[src/rtl/core/bia_ram.sv]
// Generic simple dual-port RAM with one write port and a registered read port.
module bia_ram #(
    parameter int WIDTH = 32,
    parameter int DEPTH = 128
) (
    input  logic                                     i_clk,
    input  logic                                     i_we,
    input  logic [((DEPTH > 1) ? $clog2(DEPTH) : 1)-1:0] i_waddr,
    input  logic [WIDTH-1:0]                         i_wdata,
    input  logic                                     i_re,
    input  logic [((DEPTH > 1) ? $clog2(DEPTH) : 1)-1:0] i_raddr,
    output logic [WIDTH-1:0]                         o_rdata
);

    logic [WIDTH-1:0] r_mem [DEPTH];
    logic [WIDTH-1:0] r_rdata;

    // Write port.
    always_ff @(posedge i_clk) begin
        if (i_we) begin
            r_mem[i_waddr] <= i_wdata;
        end
    end

    // Read port, registered.
    always_ff @(posedge i_clk) begin
        if (i_re) begin
            r_rdata <= r_mem[i_raddr];
        end
    end

    assign o_rdata = r_rdata;

endmodule

[config.mk]
export PLATFORM = sky130hd
export DESIGN_NAME = bia_ram
export DESIGN_NICKNAME = d
export VERILOG_FILES = /design/src/rtl/core/bia_ram.sv
export SDC_FILE = /design/constraint.sdc
export NUM_CORES = 2
export LEC_CHECK = 0
export BUFFER_PORTS_ARGS = -buffer_cell sky130_fd_sc_hd__buf_2
export CAP_MARGIN = 10
export CELL_PAD_IN_SITES_DETAIL_PLACEMENT = 0
export CELL_PAD_IN_SITES_GLOBAL_PLACEMENT = 1
export CORE_MARGIN = 1
export CORE_UTILIZATION = 35
export CTS_CLUSTER_SIZE = 16
export DETAILED_ROUTE_END_ITERATION = 12
export GPL_ROUTABILITY_DRIVEN = 0
export PLACE_DENSITY_LB_ADDON = 0.1
export SYNTH_ARGS = -nofsm -noshare
export SYNTH_HDL_FRONTEND = slang
export SYNTH_SLANG_ARGS = --single-unit
[constraint.sdc]
create_clock -name i_clk -period 3.8 [get_ports i_clk]
set_input_delay 0.19 -clock i_clk [delete_from_list [all_inputs] [get_ports i_clk]]
set_output_delay 0.19 -clock i_clk [all_outputs]
set_load 0.05 [all_outputs]
## Word level (Yosys, flattened, before mapping)

Memory sizes are Yosys's and may differ from the RTL's. A register that Yosys moved wholly into a read port is not among the register bits.
Index checks and enable logic that the tools add are counted.

| operators by class | value |
|---|---|
| mux-type cells | 2 |

Operator list:

| cell | number |
|---|---|
| 2-to-1 mux 1 bit | 2 |

| storage, ports and cells | value |
|---|---|
| register bits | 0 |
| memory bits (writable) | 4,096 |
| bits of input ports | 49 |
| output and inout bits | 32 |
| word-level logic and storage cells | 3 |
| memories kept | 1 |

Memory list:

| name | words | width | rd ports | clocked after memory_dff | wr ports | line | source |
|---|---|---|---|---|---|---|---|
| r_mem | 128 | 32 | 1 | 1 | 1 | 15 | `logic [WIDTH-1:0] r_mem [DEPTH];` |

## Longest topological paths before layout

| logic depth | value |
|---|---|
| word-level depth | 2 |
| gate-level depth with buffers | 8 |

## Least setup slack after synthesis

No wires, ideal clock.

| path | value |
|---|---|
| path kind | input port to flip-flop |
| start point | input port i_we |
| end point | memory r_mem[98][0], enable pin |
| data arrival time | 2.968 ns |
| path slack | 0.371 ns |
| stages | 3 |
| path buffers | 1 |
| path through | clkbuf_1 -> nand4_1 -> nor3_1 |

| between the ends | value |
|---|---|
| cells in the longest elaborated chain, start to end | 2 |

RTL lines:

| what | line | source |
|---|---|---|
| start, declared | 7 | `input logic i_we,` |
| 2-to-1 mux 1 bit | 20 | `if (i_we) begin` |
| 2-to-1 mux 1 bit (not written as such) | 21 | `r_mem[i_waddr] <= i_wdata;` |
| end, declared | 15 |  |

No other way between the ends.

==> metrics.md <==
| Metric | Value |
|---|---|
| Status | finished clean |
| Minimum clock period | 2830 ps |
| CTS Sinks | 4128 |
| HP Start | i_waddr[1] |
| Commonest non-fill, non-tap cells in the layout | edfxtp_1 (4128), mux4_2 (1344), clkbuf_16 (450) |
| HP Class | in2reg |
| Share of cells above drive strength 1 | 36.5% |
| CTS clk-pin slew, worst paths | 60 ps |
| Unique masters post-synth | 16 |
| Register bit total from synthesis | 4128 |
| Area contributors post-synth | edfxtp_1 (79%), mux4_2 (19%), clkbuf_1 (0.44%) |
| Rows | 245 |
| Seq pwr share | 51.7% |
| Sequential Area | 124000 um2 |
| Die ar. | 450000 um2 |
| Largest net degree at the start of global routing | 129 |
| Remaining antenna violation count | 0 |
| Worst reg2reg path endpoint | o_rdata[21]$_DFFE_PP_ |
| FMAX | 353 MHz |
| Nets@finish | 6673 |
| Initial core utilization | 35.2% |
| R2R Setup Slk | 1030 ps |
| PD cells | 532 nW/um2 |
| Initial antenna violation count | 66 |
| Crit-path max FO | 30 |
| CP arrival | 3550 ps |
| DIE HEIGHT | 671 um |
| H-tree depth | 5 |
| TritonCTS buffer count | 442 |
| Top Ports | 81 |
| Mapped Nets | 6039 |
| Top cell type's share of synthesized area | 79.2% |
| Synthesis-to-finish area growth | 17.2% |
| Crit path kind | in2reg |
| Core Area | 445000 um2 |
| CP required | 4520 ps |
| WHS Endpoint | r_mem[86][17]$_DFFE_PP_ |
| Post-CTS sizing | 0 |
| Switching Share | 21.8% |
| Period utilisation layout | 74.6% |
| Fill cells | 38400 |
| Sequential area share after synthesis | 79.2% |
| Via density | 5.46 |
| Synth Area in Simple Gates | 0.445% |
| Setup violators final | 0 |
| Post-Synth Adder-Cell Area | 0% |
| Slowest-stage cell, CP | mux4_2 |
| Placed insts | 12100 |
| Crit. End Element | register |
| Clock network power share | 42.6% |
| All-Layer GR Usage | 21.2% |
| Fin. max-slew vios | 0 |
| DRC marker count from the first detailed-route iteration | 7243 |
| Fin util | 41.2% |
| Via Count | 70800 |
| Unrepaired setup endpoints after global routing | no |
| Worst slew margin | 17.1% |
| WHS Path Cells | 4 |
| IR Drop Worst-Case VDD | 0.373 mV |
| CP Cell Sequence | buf_12, buf_12, buf_12, buf_12, mux4_2, mux4_2, mux4_2, mux2_2 |
| Largest area contributor in the netlist | edfxtp_1 |
| Xor and xnor area share after synthesis | 0% |
| Critical Path Max Stage Delay | 640 ps |
| Comb power frac | 5.7% |
| Largest family of logic cells by synthesized area | multiplexers |
| CP most frequent cell | buf_12 |
| Final worst setup slack | 966 ps |
| Cell Int Power | 0.0763 W |
| Pleak | 55.8 nW |
| Mapped Area | 157000 um2 |
| WL per Instance | 37.0 um |
| Reg2reg start | r_mem[33][21]$_DFFE_PP_ |
| Total grt overflow | 0 |
| Clk_lat worst skew | 1000 ps |
| Area of the multi-input gates | 32300 um2 |
| CTS tree | done |
| Drt drc | 0 |
| Final hold vios | 0 |
| Vias in the first global route | 73700 |
| Net Switching | 0.0213 W |
| Worst-case clock skew | 79.7 ps |
| # port buffers | 80 |
| Total number of yosys warnings | 0 |
| Synth Area in Compound Gates | 0% |
| Clk Tree Root Cell | clkbuf_16 |
| First-pass GRT wire length | 649 mm |
| Max cap viols | 0 |
| Syn avg cell area | 26.1 um2 |
| Startpoint types | primary input |
| Die Wd | 671 um |
| Place WS | -11.9 ps |
| R2R depth | 4 |
| First drt pass iteration count | 7 |
| Post-synthesis mux area share | 19.6% |
| Gate count of the mapped netlist | 5990 |
| Clk buf depth | 4 |
| Most common cell after layout, fill and taps aside | edfxtp_1 |
| Post-route insts no fill | 13000 |
| Worst slew pin tran | 1240 ps |
| Post-Route WL | 480 mm |
| HPWL after DPL | 272 mm |
## logic make-up (layout without fill, tap and decap cells)
family / count (synthesis) / in the layout
flops: 4128 / 4128
other cells: 0 / 74
mux: 1376 / 1376
simple gates: 170 / 170
buf+inv: 316 / 1299
## synthesized netlist by cell type
master	instances
nand2b_1	2
buf_2	79
nor3_1	9
buf_1	50
edfxtp_1	4128
or3_1	1
clkbuf_1	182
nor2_1	122
nand4_1	3
mux4_2	1344
mux2_2	32
buf_6	2
nand2_1	14
nand3_1	12
buf_4	3
nor2b_1	7
## state kept, by name, summed over array words and instances, names as in the netlist
register	cells
o_rdata	32
r_mem	4096
## stage by stage
step                cell area (um2)  hold slack (ps)  total power, W  TNS (ps)
floorplan                    157000              289          0.0539         0
global placement             169000              761          0.0570     -12.3
detailed placement           169000              766          0.0571     -24.0
CTS                          183000             4.09          0.0987         0
global route                 183000             25.6           0.100         0
finish                       183000             90.5          0.0976         0
## area by class of cell
class,count,area share [%]
Antenna cell,74,0.101
Clock buffer,548,6.34
Clock inverter,245,1.18
Multi-Input combinational cell,1546,17.6
Sequential cell,4128,67.6
Tap cell,5928,4.04
Timing Repair Buffer,506,3.16
## how the worst max path moves through the flow
| stage | startpoint | endpoint | cells after the start |
|---|---|---|---|
| floorplan | i_we | r_mem[98][0]$_DFFE_PP_ | 3 |
| global placement | i_raddr[0] | o_rdata[6]$_DFFE_PP_ | 8 |
| detailed placement | i_raddr[0] | o_rdata[6]$_DFFE_PP_ | 8 |
| CTS | r_mem[50][31]$_DFFE_PP_ | o_rdata[31]$_DFFE_PP_ | 4 |
| global route | r_mem[48][31]$_DFFE_PP_ | o_rdata[31]$_DFFE_PP_ | 4 |
| finish | i_raddr[0] | o_rdata[6]$_DFFE_PP_ | 8 |
## power by group through the flow
stage | combinational, W | clock (W) | sequential, W
final | 0.00553 | 0.0416 | 0.0505
after CTS | 0.00570 | 0.0426 | 0.0505
after detailed placement | 0.00566 | 0 | 0.0514
after global placement | 0.00560 | 0 | 0.0514
after floorplan | 0.00243 | 0 | 0.0515
after global routing | 0.00578 | 0.0442 | 0.0504
## what timing repair did
item                                    in CTS  in global routing
endpoints found under the setup margin       0                  0
buffers inserted                             0                  0
hold buffers                                38                  0
hold endpoints to repair                  2227                  0
## critical path, delay by kind of cell
family | cells | cell delay (ps)
mux | 4 | 2120
buf+inv | 4 | 1020
## metal layers
layer	up-vias	GRT usage (%)	routed length, um
met3	507	2.72	25400
met1	40300	29.8	206000
met4	16	4.33	8870
met5	-	0	107
li1	27900	-	-
met2	2085	35.5	240000
(Power assumes the default switching activity.)
